<file path="src/sv/kve_pkg.sv">
`timescale 1ns / 1ps
// Shared types and constants for the keyword/value extractor.
// No dependencies; imported by every other file of the block.
package kve_pkg;

    // result kinds
    localparam logic [1:0] KIND_VALUE   = 2'd0;
    localparam logic [1:0] KIND_END     = 2'd1;
    localparam logic [1:0] KIND_NODELIM = 2'd2;

    // characters the scanner reacts to
    localparam logic [7:0] CHAR_SPACE   = 8'h20;
    localparam logic [7:0] CHAR_NL      = 8'h0A;

    // configuration register indexes
    localparam logic [1:0] CFG_KEY_BYTES    = 2'd0;
    localparam logic [1:0] CFG_KEY_LENGTH   = 2'd1;
    localparam logic [1:0] CFG_DELIM_BYTES  = 2'd2;
    localparam logic [1:0] CFG_DELIM_LENGTH = 2'd3;

    localparam int CFG_DATA_W = 64;

    // configuration as seen by the scanner, lengths already clamped
    typedef struct packed {
        logic [63:0] key_bytes;
        logic [3:0]  klen;
        logic [31:0] delim_bytes;
        logic [2:0]  dlen;
    } t_cfg;

    typedef struct packed {
        logic       valid;
        logic [1:0] kind;
        logic [7:0] data;
    } t_result;

endpackage

</file>
<file path="src/sv/keyword_value_extractor.sv">
`timescale 1ns / 1ps
// Keyword/value extractor: streams the value that follows a keyword and delimiter.
// Depends on kve_pkg, kve_cfg_regs and kve_scan.
//
// Usage:
//   Input channel i_valid/o_stall carries one text byte per beat on i_in_byte.
//   Output channel o_valid/i_stall carries zero or one result per input byte:
//   o_out_kind 0 is a value byte (o_out_byte), 1 ends the value at a newline,
//   2 flags a keyword line that had no delimiter. After kind 1 or 2 the block
//   drops all further input until reset.
//   Configuration is written through i_cfg_we/i_cfg_index/i_cfg_data while
//   the block is idle: index 0 keyword bytes, 1 keyword length, 2 delimiter
//   bytes, 3 delimiter length.
//   A result passes from the input register to the result register before it
//   is presented on o_valid. Throughput: one byte per cycle while the receiver
//   does not stall; the scanner state advances in the same cycle that the
//   byte's result is loaded into the result register.
//   When the receiver stalls, the result register holds and one further byte
//   waits in the input register; o_stall rises only when both are full.
//   Synchronous reset clears the scanner state, both valid flags and the
//   configuration to keyword length 1, delimiter length 1, all bytes zero.
module keyword_value_extractor #(
    parameter int KEY_MAX   = 8,
    parameter int DELIM_MAX = 4
) (
    input  logic                           i_clk,
    input  logic                           i_rst_n,
    input  logic                           i_valid,
    output logic                           o_stall,
    input  logic [7:0]                     i_in_byte,
    output logic                           o_valid,
    input  logic                           i_stall,
    output logic [1:0]                     o_out_kind,
    output logic [7:0]                     o_out_byte,
    input  logic                           i_cfg_we,
    input  logic [1:0]                     i_cfg_index,
    input  logic [kve_pkg::CFG_DATA_W-1:0] i_cfg_data
);
    import kve_pkg::*;

    t_cfg       cfg;
    t_result    res;
    logic       r_in_valid;
    logic [7:0] r_in_byte;
    logic       r_out_valid;
    logic [1:0] r_out_kind;
    logic [7:0] r_out_byte;
    logic       out_free;
    logic       fire;

    assign out_free = !r_out_valid || !i_stall;
    assign fire     = r_in_valid && out_free;
    assign o_stall  = r_in_valid && !out_free;

    kve_cfg_regs #(
        .KEY_MAX   (KEY_MAX),
        .DELIM_MAX (DELIM_MAX)
    ) u_cfg (
        .i_clk       (i_clk),
        .i_rst_n     (i_rst_n),
        .i_cfg_we    (i_cfg_we),
        .i_cfg_index (i_cfg_index),
        .i_cfg_data  (i_cfg_data),
        .o_cfg       (cfg)
    );

    kve_scan #(
        .KEY_MAX   (KEY_MAX),
        .DELIM_MAX (DELIM_MAX)
    ) u_scan (
        .i_clk   (i_clk),
        .i_rst_n (i_rst_n),
        .i_fire  (fire),
        .i_byte  (r_in_byte),
        .i_cfg   (cfg),
        .o_res   (res)
    );

    // input register: load on an accepted beat, empty when the scanner takes it
    always_ff @(posedge i_clk) begin
        if (!i_rst_n) begin
            r_in_valid <= 1'b0;
        end else if (i_valid && !o_stall) begin
            r_in_valid <= 1'b1;
        end else if (fire) begin
            r_in_valid <= 1'b0;
        end
    end

    always_ff @(posedge i_clk) begin
        if (i_valid && !o_stall)
            r_in_byte <= i_in_byte;
    end

    // result register: hold while stalled
    always_ff @(posedge i_clk) begin
        if (!i_rst_n) begin
            r_out_valid <= 1'b0;
        end else if (out_free) begin
            r_out_valid <= fire && res.valid;
        end
    end

    always_ff @(posedge i_clk) begin
        if (fire && res.valid) begin
            r_out_kind <= res.kind;
            r_out_byte <= res.data;
        end
    end

    assign o_valid    = r_out_valid;
    assign o_out_kind = r_out_kind;
    assign o_out_byte = r_out_byte;

endmodule

</file>
<file path="src/sv/kve_cfg_regs.sv">
`timescale 1ns / 1ps
// Configuration registers of the keyword/value extractor with length clamping.
// Depends on kve_pkg.
module kve_cfg_regs #(
    parameter int KEY_MAX   = 8,
    parameter int DELIM_MAX = 4
) (
    input  logic                          i_clk,
    input  logic                          i_rst_n,
    input  logic                          i_cfg_we,
    input  logic [1:0]                    i_cfg_index,
    input  logic [kve_pkg::CFG_DATA_W-1:0] i_cfg_data,
    output kve_pkg::t_cfg                 o_cfg
);
    import kve_pkg::*;

    logic [63:0] r_key_bytes;
    logic [3:0]  r_key_length;
    logic [31:0] r_delim_bytes;
    logic [2:0]  r_delim_length;

    always_ff @(posedge i_clk) begin
        if (!i_rst_n) begin
            r_key_bytes    <= '0;
            r_key_length   <= 4'd1;
            r_delim_bytes  <= '0;
            r_delim_length <= 3'd1;
        end else if (i_cfg_we) begin
            unique case (i_cfg_index)
                CFG_KEY_BYTES:    r_key_bytes    <= i_cfg_data[63:0];
                CFG_KEY_LENGTH:   r_key_length   <= i_cfg_data[3:0];
                CFG_DELIM_BYTES:  r_delim_bytes  <= i_cfg_data[31:0];
                CFG_DELIM_LENGTH: r_delim_length <= i_cfg_data[2:0];
                default: ;
            endcase
        end
    end

    // zero acts as one, anything above the maximum acts as the maximum
    always_comb begin
        o_cfg.key_bytes   = r_key_bytes;
        o_cfg.delim_bytes = r_delim_bytes;
        if (r_key_length == 4'd0)
            o_cfg.klen = 4'd1;
        else if ({1'b0, r_key_length} > 5'(KEY_MAX))
            o_cfg.klen = 4'(KEY_MAX);
        else
            o_cfg.klen = r_key_length;
        if (r_delim_length == 3'd0)
            o_cfg.dlen = 3'd1;
        else if ({1'b0, r_delim_length} > 4'(DELIM_MAX))
            o_cfg.dlen = 3'(DELIM_MAX);
        else
            o_cfg.dlen = r_delim_length;
    end

endmodule

</file>
<file path="src/sv/kve_scan.sv">
`timescale 1ns / 1ps
// Scanner state and per-byte next-state logic: keyword, delimiter, capture.
// Depends on kve_pkg; fed by kve_cfg_regs.
module kve_scan #(
    parameter int KEY_MAX   = 8,
    parameter int DELIM_MAX = 4
) (
    input  logic              i_clk,
    input  logic              i_rst_n,
    input  logic              i_fire,
    input  logic [7:0]        i_byte,
    input  kve_pkg::t_cfg     i_cfg,
    output kve_pkg::t_result  o_res
);
    import kve_pkg::*;

    localparam int KPW = (KEY_MAX > 1) ? $clog2(KEY_MAX) : 1;
    localparam int DPW = (DELIM_MAX > 1) ? $clog2(DELIM_MAX) : 1;

    logic [KPW-1:0] r_key_pos,   n_key_pos;
    logic           r_key_seen,  n_key_seen;
    logic [DPW-1:0] r_delim_pos, n_delim_pos;
    logic           r_delim_seen, n_delim_seen;
    logic           r_capturing, n_capturing;
    logic           r_finished,  n_finished;

    logic [2:0] k_idx;
    logic [2:0] d_idx;
    logic [2:0] d_last_idx;
    logic [7:0] key_char;
    logic [7:0] delim_char;
    logic [7:0] delim_last;

    // delimiter bytes past the 32-bit register read as zero
    assign k_idx      = 3'(r_key_pos);
    assign d_idx      = 3'(r_delim_pos);
    assign d_last_idx = i_cfg.dlen - 3'd1;
    assign key_char   = i_cfg.key_bytes[{k_idx, 3'b000} +: 8];
    assign delim_char = d_idx[2] ? 8'h00 : i_cfg.delim_bytes[{d_idx[1:0], 3'b000} +: 8];
    assign delim_last = d_last_idx[2] ? 8'h00
                                      : i_cfg.delim_bytes[{d_last_idx[1:0], 3'b000} +: 8];

    always_comb begin
        n_key_pos    = r_key_pos;
        n_key_seen   = r_key_seen;
        n_delim_pos  = r_delim_pos;
        n_delim_seen = r_delim_seen;
        n_capturing  = r_capturing;
        n_finished   = r_finished;
        o_res        = '0;

        if (!r_finished) begin
            // keyword: restart at zero on a mismatch, byte not rechecked
            if (!r_key_seen && key_char == i_byte) begin
                if ((4'(r_key_pos) + 4'd1) >= i_cfg.klen) begin
                    n_key_pos  = '0;
                    n_key_seen = 1'b1;
                end else begin
                    n_key_pos = r_key_pos + KPW'(1);
                end
            end else begin
                n_key_pos = '0;
            end

            // delimiter sees the byte that completed the keyword
            if (n_key_seen && !r_delim_seen) begin
                if (delim_char == i_byte) begin
                    if ((4'(r_delim_pos) + 4'd1) >= {1'b0, i_cfg.dlen}) begin
                        n_delim_pos  = '0;
                        n_delim_seen = 1'b1;
                    end else begin
                        n_delim_pos = r_delim_pos + DPW'(1);
                    end
                end else begin
                    n_delim_pos = '0;
                end
            end

            if (n_key_seen && n_delim_seen) begin
                if (!r_capturing && i_byte != CHAR_SPACE && i_byte != delim_last)
                    n_capturing = 1'b1;
                if (n_capturing) begin
                    o_res.valid = 1'b1;
                    if (i_byte != CHAR_NL) begin
                        o_res.kind = KIND_VALUE;
                        o_res.data = i_byte;
                    end else begin
                        o_res.kind   = KIND_END;
                        n_capturing  = 1'b0;
                        n_delim_seen = 1'b0;
                        n_key_seen   = 1'b0;
                        n_finished   = 1'b1;
                    end
                end
            end else if (n_key_seen && i_byte == CHAR_NL) begin
                // keyword line that ended before a delimiter
                o_res.valid = 1'b1;
                o_res.kind  = KIND_NODELIM;
                n_finished  = 1'b1;
            end
        end
    end

    always_ff @(posedge i_clk) begin
        if (!i_rst_n) begin
            r_key_pos    <= '0;
            r_key_seen   <= 1'b0;
            r_delim_pos  <= '0;
            r_delim_seen <= 1'b0;
            r_capturing  <= 1'b0;
            r_finished   <= 1'b0;
        end else if (i_fire) begin
            r_key_pos    <= n_key_pos;
            r_key_seen   <= n_key_seen;
            r_delim_pos  <= n_delim_pos;
            r_delim_seen <= n_delim_seen;
            r_capturing  <= n_capturing;
            r_finished   <= n_finished;
        end
    end

endmodule

</file>
<file path="config.mk">
export PLATFORM = sky130hd
export DESIGN_NAME = keyword_value_extractor
export DESIGN_NICKNAME = d
export VERILOG_FILES = /design/src/sv/kve_pkg.sv /design/src/sv/keyword_value_extractor.sv /design/src/sv/kve_cfg_regs.sv /design/src/sv/kve_scan.sv
export SDC_FILE = /design/constraint.sdc
export NUM_CORES = 1
export LEC_CHECK = 0
export BUFFER_PORTS_ARGS = -buffer_cell sky130_fd_sc_hd__buf_2
export CAP_MARGIN = 20
export CELL_PAD_IN_SITES_DETAIL_PLACEMENT = 0
export CELL_PAD_IN_SITES_GLOBAL_PLACEMENT = 1
export CORE_MARGIN = 2
export CORE_UTILIZATION = 48
export CTS_BUF_LIST = sky130_fd_sc_hd__clkbuf_4
export CTS_CLUSTER_SIZE = 40
export DETAILED_ROUTE_END_ITERATION = 7
export PLACE_DENSITY_LB_ADDON = 0.1
export SYNTH_ARGS = -nofsm -noshare
export SYNTH_HDL_FRONTEND = slang
export SYNTH_SLANG_ARGS = --single-unit
</file>
<file path="constraint.sdc">
create_clock -name i_clk -period 6.4 [get_ports i_clk]
set_input_delay 0.96 -clock i_clk [delete_from_list [all_inputs] [get_ports i_clk]]
set_output_delay 0.96 -clock i_clk [all_outputs]
set_load 0.005 [all_outputs]
</file>
-- Word level (Yosys, flattened, before mapping)
Index checks and enable logic that the tools add are counted.
- bits in registers: 132
- bits in latches: 0
- memory bits (writable): 0
- ROM bits: 0
- word-level logic and storage cells: 111
- memories: 0
- $add $sub $neg: 5
- $mul: 0
- divide/modulo/power cells: 0
- magnitude comparators: 4
- equality and inequality tests: 9
- shifts and indexed selects: 3
- multiplexer cells: 41
- bitwise logic cells: 4
- reduce and logical (&&, ||, !) cells: 30
- operator list (operator ; count):
    $shiftx 32x6->8 ; 2
    $shiftx 64x7->8 ; 1
    $mux 1 ; 26
    $mux 8 ; 3
    $mux 11 ; 2
    $mux 3 ; 6
    $eq 8x8->1 ; 2
    $logic_and 1x1->1 ; 10
    $reduce_and 2->1 ; 5
    $eq 8x4->1 const B ; 1
    $mux 4 ; 2
    $ne 8x4->1 const B ; 1
    $ne 8x6->1 const B ; 1
    $ne 8x8->1 ; 1
    $logic_not 1->1 ; 7
    $reduce_and 3->1 ; 2
    $add 3x1->4 const B ; 1
    $eq 2x2->1 const B ; 2
    $ge 4x3->1 ; 1
    $ge 4x4->1 ; 1
    $gt 4x4->1 const B ; 1
    $logic_not 4->1 ; 1
    $mux 2 ; 2
    $not 1->1 ; 4
    11 further kinds ; 11

-- Depth between registers and ports, before layout
Gate-level depths: netlist of run 1.
- word-level depth: 17
- depth in mapped cells: 18

-- By module
Synthesis of run 1 repeated with hierarchy kept, for this count alone.
- cell total of the unflattened synthesis: 663
- area total of the unflattened synthesis: 6739.0 um^2
- modules (own cells, without submodules) (module ; times used ; cells an instance ; area each (um^2)):
    kve_cfg_regs ; 1 ; 417 ; 4061.4
    kve_scan ; 1 ; 218 ; 2045.7
    keyword_value_extractor ; 1 ; 28 ; 631.9

-- Worst setup path after synthesis of run 1
Ideal clock, no wire load.
- kind: register to register
- start: register u_cfg.r_delim_length[1]
- end: register r_out_byte[1] (netlist: o_out_byte[1]), data pin
- arrival time: 3.091 ns
- slack: 3.054 ns
- stages on the path, launching flop included: 17
- period minus slack after synthesis: 3.346 ns
- cells stage by stage: dfxtp_1 -> nor2b_1 -> buf_4 -> nor2_4 -> inv_2 -> buf_2 -> ha_1 -> buf_2 -> buf_2 -> clkbuf_1 -> a211oi_1 -> a2111oi_0 -> nand4_1 -> o21ai_2 -> and4b_1 -> buf_6 -> and3_1
- cells in the longest elaborated chain, start to end: 13
- elaborated cells between the ends (all ways): 21
- those cells by class: 1 x add/sub; 2 x order compare; 1 x eq/ne; 1 x shift; 10 x mux; 2 x bitwise; 4 x reduce/logical
- RTL lines (element ; RTL line ; text):
    from (decl) ; kve_cfg_regs.sv:20 ; logic [2:0] r_delim_length;
    from (signal assigned) ; kve_cfg_regs.sv:33 ; CFG_DELIM_LENGTH: r_delim_length <= i_cfg_data[2:0];
    $gt 3x3->1 ; kve_cfg_regs.sv:51 ; else if ({1'b0, r_delim_length} > 4'(DELIM_MAX))
    $mux 3 ; kve_cfg_regs.sv:51 ;
    $mux 3 * ; kve_cfg_regs.sv:49 ; if (r_delim_length == 3'd0)
    $sub 3x1->3 ; kve_scan.sv:37 ; assign d_last_idx = i_cfg.dlen - 3'd1;
    $shiftx 32x6->8 ; kve_scan.sv:41 ; : i_cfg.delim_bytes[{d_last_idx[1:0], 3'b000} +: 8];
    $mux 8 ; kve_scan.sv:40 ; assign delim_last = d_last_idx[2] ? 8'h00
    $ne 8x8->1 ; kve_scan.sv:80 ; if (!r_capturing && i_byte != CHAR_SPACE && i_byte != delim_last)
    $logic_and 1x1->1 ; kve_scan.sv:80 ;
    $mux 1 ; kve_scan.sv:80 ;
    $mux 1 ; kve_scan.sv:79 ; if (n_key_seen && n_delim_seen) begin
    $mux 1 ; kve_scan.sv:52 ; if (!r_finished) begin
    $not 1->1 (no line) ; -- ;
    $reduce_or 4->1 (no line) * ; -- ;
    to (signal assigned) ; keyword_value_extractor.sv:107 ; r_out_byte <= res.data;
    to (decl) ; keyword_value_extractor.sv:47 ; logic [7:0] r_out_byte;
Every way passes the cells marked *; elsewhere a longest branch is shown, timed or not. The select of a mux whose other input is x is not followed.
A chain may end at the register's enable or synchronous reset.

-- Final worst setup path of run 1
Ends and elaborated chain as after synthesis.

==> flow_metrics.env, run 1 <==
export IMPL_outcome="finished, final reports clean"
export IMPL_drive_above_1_share_pct=19.0
export IMPL_crit_type="reg -> reg"
export IMPL_cts_setup_buffers=0
export IMPL_synth_cell_type_count=57
export IMPL_place_congestion=0.860
export IMPL_pre_cts_slack_ns=2.11
export IMPL_ys_warn_count=0
export IMPL_io_pins=91
export IMPL_max_clock_path_buffers=2
export IMPL_comb_power_share_pct=9.5
export IMPL_postSynthNetCount=825
export IMPL_p_per_area_nw_per_um2=227
export IMPL_grt_first_pass_wirelength_um=27600
export IMPL_cts_buffers=17
export IMPL_port_buffers=90
export IMPL_dieArea_um2=14300
export IMPL_post_route_period_util_pct=68.2
export IMPL_grt_max_degree=110
export IMPL_dp_hpwl_um=12800
export IMPL_synth_cells=736
export IMPL_postCtsHoldBufs=0
export IMPL_fin_crit_ns=4.37
export IMPL_synth_seq_cells=132
export IMPL_end_kind="flop"
export IMPL_htreeDepth=4
export IMPL_synthArstFlopShare_pct=0
export IMPL_dieHeight_um=120
export IMPL_required_ns=6.69
export IMPL_worst_ep_arrival_time_ns=4.66
export IMPL_coreArea_um2=13100
export IMPL_p_leak_nw=2.76
export IMPL_instances_no_fill=986
export IMPL_num_nets_final=887
export IMPL_clock_power_share_pct=35.7
export IMPL_maxCapViolations=0
export IMPL_clock_skew_ns=0.0142
export IMPL_start_util_pct=48.8
export IMPL_num_rows=42
export IMPL_antenna_found_initial=1
export IMPL_fin_util_pct=54.7
export IMPL_setup_violations_final=0
export IMPL_wirelength_um=17500
export IMPL_finalHoldViolations=0
export IMPL_cts_resized=0
export IMPL_rrSetupSlack_ns=2.03
export IMPL_cp_max_fo=26
export IMPL_cts_tree="done"
export IMPL_p_int_mw=1.20
export IMPL_dp_cells=955
export IMPL_area_growth_pct=12.2
export IMPL_setup_ws_ns=2.03
export IMPL_grt_use_total_pct=25.1
export IMPL_hold_slack_ns=0.463
export IMPL_detail_route_antenna_nets=0
export IMPL_p_switching_mw=0.430
export IMPL_avgSynthCellArea_um2=8.71
export IMPL_drtIter0Drc=383
export IMPL_dpl_cell_area_um2=6890
export IMPL_drt_wirelength_per_cell_um=17.7
export IMPL_first_pass_iters=5
export IMPL_tightest_slew_ns=1.11
export IMPL_synth_seq_area_share_pct=44.0
export IMPL_power_mw=1.63
export IMPL_final_area_um2=7190
export IMPL_cts_root_buf="clkbuf_4"
export IMPL_crit_path_start_kind="flop"
export IMPL_synth_edff_count=18
export IMPL_synth_main_ff_cell="dfxtp_1"
export IMPL_tns_ns=0
export IMPL_numClockSinks=132
export IMPL_slew_headroom_pct=25.7
export IMPL_gr_total_overflow=0
export IMPL_synth_area_um2=6410
export IMPL_clk_insertion_delay_late_ns=0.53
export IMPL_hold_class="reg -> reg"
export IMPL_switching_share_pct=26.4
export IMPL_die_w_um=120
export IMPL_viasPerCell=5.48
export IMPL_path_clk_slew_ns=0.12
export IMPL_rsz0062_at_grt="no"
export IMPL_seqPwrFrac_pct=54.8
export IMPL_grt_pass1_vias=5131
export IMPL_vias=5404
export IMPL_drv_slew=0
export IMPL_peakVddDrop_v=0.000162
export IMPL_max_freq_ghz=0.229
export IMPL_drc=0
==> critical path, stage by stage (launching register included) <==
cell and delay, ns:
dfxtp_1 0.38, nor2b_1 0.67, nor2_4 0.08, inv_2 0.24, ha_1 0.78, nor2b_1 0.10
a2111oi_0 0.56, a2111oi_0 0.16, a221oi_1 0.24, nand4_1 0.19, o21ai_2 0.23, and4b_1 0.29
and3_1 0.20
==> synth_stat cells (2+ instances only) <==
cell       number  area (um2)
nand2_1       210         788
dfxtp_1       114        2280
a21oi_1       105         526
mux2i_1        38         380
clkbuf_1       37         139
nor2_1         22        82.6
edfxtp_1       18         541
mux4_2         15         338
xnor2_1        14         123
and3_1         11        68.8
ha_1           10         125
nor2b_1         9        56.3
o21ai_0         9        45.0
and2_1          8        50.1
buf_2           8        40.0
inv_1           8        30.0
a211oi_1        7        52.6
nand2b_1        7        43.8
a21o_1          6        45.0
a221oi_1        6        52.6
a2111oi_0       5        43.8
a22o_1          5        43.8
nand3_1         5        25.0
nand4_1         5        31.3
a31oi_1         4        25.0
xor2_1          4        35.0
a2111o_1        3        33.8
buf_4           3        22.5
mux2_2          3        33.8
nor3b_1         3        22.5
a22oi_1         2        15.0
a311oi_1        2        17.5
buf_1           2        7.51
buf_6           2        22.5
inv_2           2        7.51
nand4b_1        2        17.5
o311a_1         2        20.0
==> sequential cells by signal, summed over array words and instances, names as in the netlist, 3 cells and up <==
register,cells
u_cfg.r_delim_length,3
r_in_byte,8
u_scan.k_idx,3
u_cfg.r_delim_bytes,32
o_out_byte,8
u_cfg.r_key_length,4
u_cfg.r_key_bytes,64
==> power by group through the flow <==
| stage | combinational, mW | clock, mW | sequential, mW |
|---|---|---|---|
| detailed placement | 0.155 | 0 | 0.912 |
| CTS | 0.156 | 0.595 | 0.894 |
| global route | 0.173 | 0.628 | 0.897 |
| finish | 0.155 | 0.583 | 0.894 |
| global placement | 0.153 | 0 | 0.913 |
| floorplan | 0.106 | 0 | 0.895 |
==> cells in the final DEF (no fill, tap or decap), types with 5 or more instances in the layout <==
cell type	instances
inv_1	8
a21oi_1	105
edfxtp_1	18
xnor2_1	14
a21o_1	6
mux4_2	15
dfxtp_1	114
nand3_1	5
a22o_1	5
a211oi_1	7
nor2_1	21
and2_1	8
ha_1	10
buf_4	5
a221oi_1	6
mux2i_1	38
nand4_1	5
o21ai_0	9
nand2b_1	7
a2111oi_0	5
nand2_1	210
buf_2	90
nor2b_1	9
and3_1	11
clkbuf_4	18
==> worst paths after layout <==
check / start / endpoint / cells past startpoint
worst max-delay path: u_cfg.r_delim_length[1] / o_out_byte[1] / 12
worst min-delay path: u_cfg.r_key_bytes[33] / u_cfg.r_key_bytes[33] / 2
worst max register to register: u_cfg.r_delim_length[1] / o_out_byte[1] / 12
worst min register to register: u_cfg.r_key_bytes[33] / u_cfg.r_key_bytes[33] / 2
==> metal layers <==
layer / GRT usage (%) / share of wire [%] / up-vias
li1: - / - / 2688
met1: 33.0 / 45 / 2567
met2: 42.5 / 49 / 130
met3: 4.85 / 3.8 / 19
met4: 6.62 / 1.9 / 0
met5: 0 / 0 / -
==> area by class of cell <==
| type | count | area, um2 |
|---|---|---|
| fillers | 1348 | 5950 |
| inverters | 11 | 41.3 |
| multi-input cells | 541 | 3320 |
| well taps | 176 | 220 |
| clock buffers | 18 | 135 |
| repair buffers | 95 | 488 |
| flip-flops and latches | 132 | 2820 |
| diodes | 1 | 2.50 |
| clock inverters | 12 | 159 |
==> logic make-up (layout without fill, tap and decap cells) <==
logic type,count (synthesis),count (layout),synth area share [%]
buf+inv,63,136,4.26
simple gates,293,293,19.8
mux,56,56,11.7
other cells,0,1,0
xor+xnor,18,18,2.46
fa+ha+maj,10,10,1.95
flops,132,132,44.0
compound gates,164,164,15.7
No activity file was read; power rests on OpenSTA's default activity.
==> run 2, diff against run 1 <==
Settings changed: ABC_AREA set to 1, CORE_UTILIZATION 48 to 43.
Clock period 6.4 ns to 4.6 ns, I/O delays scaled along.
==> flow_metrics.env, run 2 <==
export IMPL_htreeDepth=4
export IMPL_cts_setup_buffers=0
export IMPL_detail_route_antenna_nets=0
export IMPL_r2r_cells=19
export IMPL_n_antenna_cell=0
export IMPL_post_route_period_util_pct=73.6
export IMPL_cts_buffers=17
export IMPL_ys_warn_count=0
export IMPL_place_congestion=0.970
export IMPL_first_pass_iters=5
export IMPL_cts_tree="done"
export IMPL_drc=0
export IMPL_worst_ep_arrival_time_ns=3.64
export IMPL_r2r_start="u_cfg.r_delim_length[2]"
export IMPL_dp_cells=1185
export IMPL_final_area_um2=7490
export IMPL_start_util_pct=43.7
export IMPL_yosys_top_cells_count="nand2_1, o21ai_0, dfxtp_1, nor2_1, inv_1"
export IMPL_crit_type="reg -> reg"
export IMPL_rrSetupSlack_ns=1.21
export IMPL_outcome="finished, final reports clean"
export IMPL_grt_pass1_vias=5843
export IMPL_min_from="i_in_byte[6]"
export IMPL_finalHoldViolations=0
export IMPL_pre_cts_slack_ns=1.25
export IMPL_instances_no_fill=1217
export IMPL_vias=6213
export IMPL_io_pins=91
export IMPL_path_clk_slew_ns=0.13
export IMPL_rsz0062_at_grt="no"
export IMPL_area_growth_pct=13.3
export IMPL_synthArstFlopShare_pct=0
export IMPL_viasPerCell=5.11
export IMPL_min_to="r_in_byte[6]"
export IMPL_synth_edff_count=18
export IMPL_tns_ns=0
export IMPL_postSynthNetCount=1037
export IMPL_max_clock_path_buffers=2
export IMPL_p_leak_nw=3.28
export IMPL_num_nets_final=1105
export IMPL_setup_ws_ns=1.21
export IMPL_synth_cell_type_count=34
export IMPL_maxCapViolations=0
export IMPL_drv_slew=0
export IMPL_peakVddDrop_v=0.000154
export IMPL_clock_skew_ns=0.0248
export IMPL_hold_slack_ns=0.286
export IMPL_coreArea_um2=15100
export IMPL_slew_headroom_pct=32.8
export IMPL_gr_total_overflow=0
export IMPL_layout_commonest_cell="nand2_1"
export IMPL_drtIter0Drc=478
export IMPL_dieHeight_um=128
export IMPL_top_register="u_cfg.r_key_bytes"
export IMPL_synth_top_area_share_pct=34.5
export IMPL_grt_use_total_pct=24.8
export IMPL_die_w_um=128
export IMPL_synth_seq_cells=132
export IMPL_synth_top_area_cell="dfxtp_1"
export IMPL_hold_depth=1
export IMPL_cts_resized=0
export IMPL_drt_wirelength_per_cell_um=16.0
export IMPL_grt_first_pass_wirelength_um=31200
export IMPL_wirelength_um=19500
export IMPL_fin_util_pct=49.5
export IMPL_dp_hpwl_um=14000
export IMPL_synth_cells=948
export IMPL_r2r_end="o_out_byte[6]"
export IMPL_dpl_cell_area_um2=7150
export IMPL_synth_area_um2=6620
export IMPL_largest_reg_flops=64
export IMPL_final_cell_mix="nand2_1, o21ai_0, dfxtp_1, nor2_1, inv_1"
export IMPL_reg_top3="u_cfg.r_key_bytes (64), u_cfg.r_delim_bytes (32)"
export IMPL_clk_insertion_delay_late_ns=0.58
export IMPL_drive_above_1_share_pct=15.2
export IMPL_dieArea_um2=16400
export IMPL_antenna_found_initial=0
export IMPL_hold_class="in -> reg"
export IMPL_numClockSinks=132
export IMPL_avgSynthCellArea_um2=6.98
export IMPL_num_rows=45
export IMPL_max_freq_ghz=0.295
export IMPL_p_per_area_nw_per_um2=332
export IMPL_end_kind="flop"
export IMPL_port_buffers=90
export IMPL_postCtsHoldBufs=0
export IMPL_yosys_top_cells_area="dfxtp_1, nand2_1, o21ai_0, edfxtp_1, nand3_1"
export IMPL_fin_crit_ns=3.39
export IMPL_synth_main_ff_cell="dfxtp_1"
export IMPL_setup_violations_final=0
export IMPL_synth_seq_area_share_pct=42.7
export IMPL_cts_root_buf="clkbuf_4"
export IMPL_required_ns=4.86
export IMPL_cp_max_fo=20
export IMPL_power_mw=2.49
export IMPL_crit_path_start_kind="flop"
export IMPL_yosysMostFrequentCell="nand2_1"
export IMPL_tightest_slew_ns=1.01
export IMPL_grt_max_degree=73
run 2: cell count changes after synthesis, sizes merged, moves of 11 or more:
cell	change
nand3	+84
mux4	-15
and3	-11
o21ai	+109
a21oi	-19
nor2	+90
inv	+96
nand3b	+13
xnor2	-13
mux2i	-38
nand2	-16
run 2: cells by family (layout without fill, tap and decap cells):
| kind of cell | Yosys count | after routing | synth area share, % |
|---|---|---|---|
| compound gates | 213 | 213 | 16.5 |
| xor+xnor | 10 | 10 | 1.32 |
| fa+ha+maj | 10 | 10 | 1.89 |
| buf+inv | 159 | 240 | 9.93 |
| flops | 132 | 132 | 42.7 |
| simple gates | 424 | 424 | 27.7 |
run 2: area by class of cell:
class	count	area, um2
inverters	107	404
fillers	1596	7650
multi-input cells	657	3140
repair buffers	101	546
well taps	188	235
clock buffers	18	135
flip-flops and latches	132	2820
clock inverters	14	210
run 2: worst max path at each step:
stage,slack [ns],startpoint,cells after the start,end
after floorplan,1.76,u_cfg.r_delim_length[2],22,o_out_byte[0]
after global placement,1.41,u_cfg.r_delim_length[2],19,o_out_byte[0]
after detailed placement,1.25,u_cfg.r_delim_length[2],19,o_out_byte[6]
after CTS,1.23,u_cfg.r_delim_length[2],19,o_out_byte[6]
after global routing,0.83,u_cfg.r_delim_length[2],19,o_out_byte[0]
final,1.21,u_cfg.r_delim_length[2],19,o_out_byte[6]
run 2: worst max-delay path, cell delays in order (launching register included):
cell and delay (ns):
dfxtp_1 0.34, inv_1 0.42, nand2_2 0.33, ha_1 0.53
inv_1 0.19, nand3_1 0.12, nand2_1 0.07, nand2_1 0.06
nand2_1 0.05, nand2_1 0.06, inv_1 0.04, nand2_1 0.04
nor2_1 0.04, nand2_1 0.05, nand2_1 0.07, nand2_1 0.10
o211ai_1 0.10, nand2_1 0.07, nand2_1 0.07, inv_1 0.31
run 2: power breakdown:
group / internal, mW / switching [mW] / leakage [nW]
Combinational: 0.104 / 0.186 / 2.02
Sequential: 1.22 / 0.0328 / 1.08
Clock: 0.489 / 0.457 / 0.181
run 2: layer usage:
| metal | track usage (%) | part of all wire [%] |
|---|---|---|
| met4 | 6.46 | 1.5 |
| met2 | 40.1 | 47 |
| met3 | 5.43 | 5.5 |
| met1 | 33.7 | 47 |
| met5 | 0 | 0 |
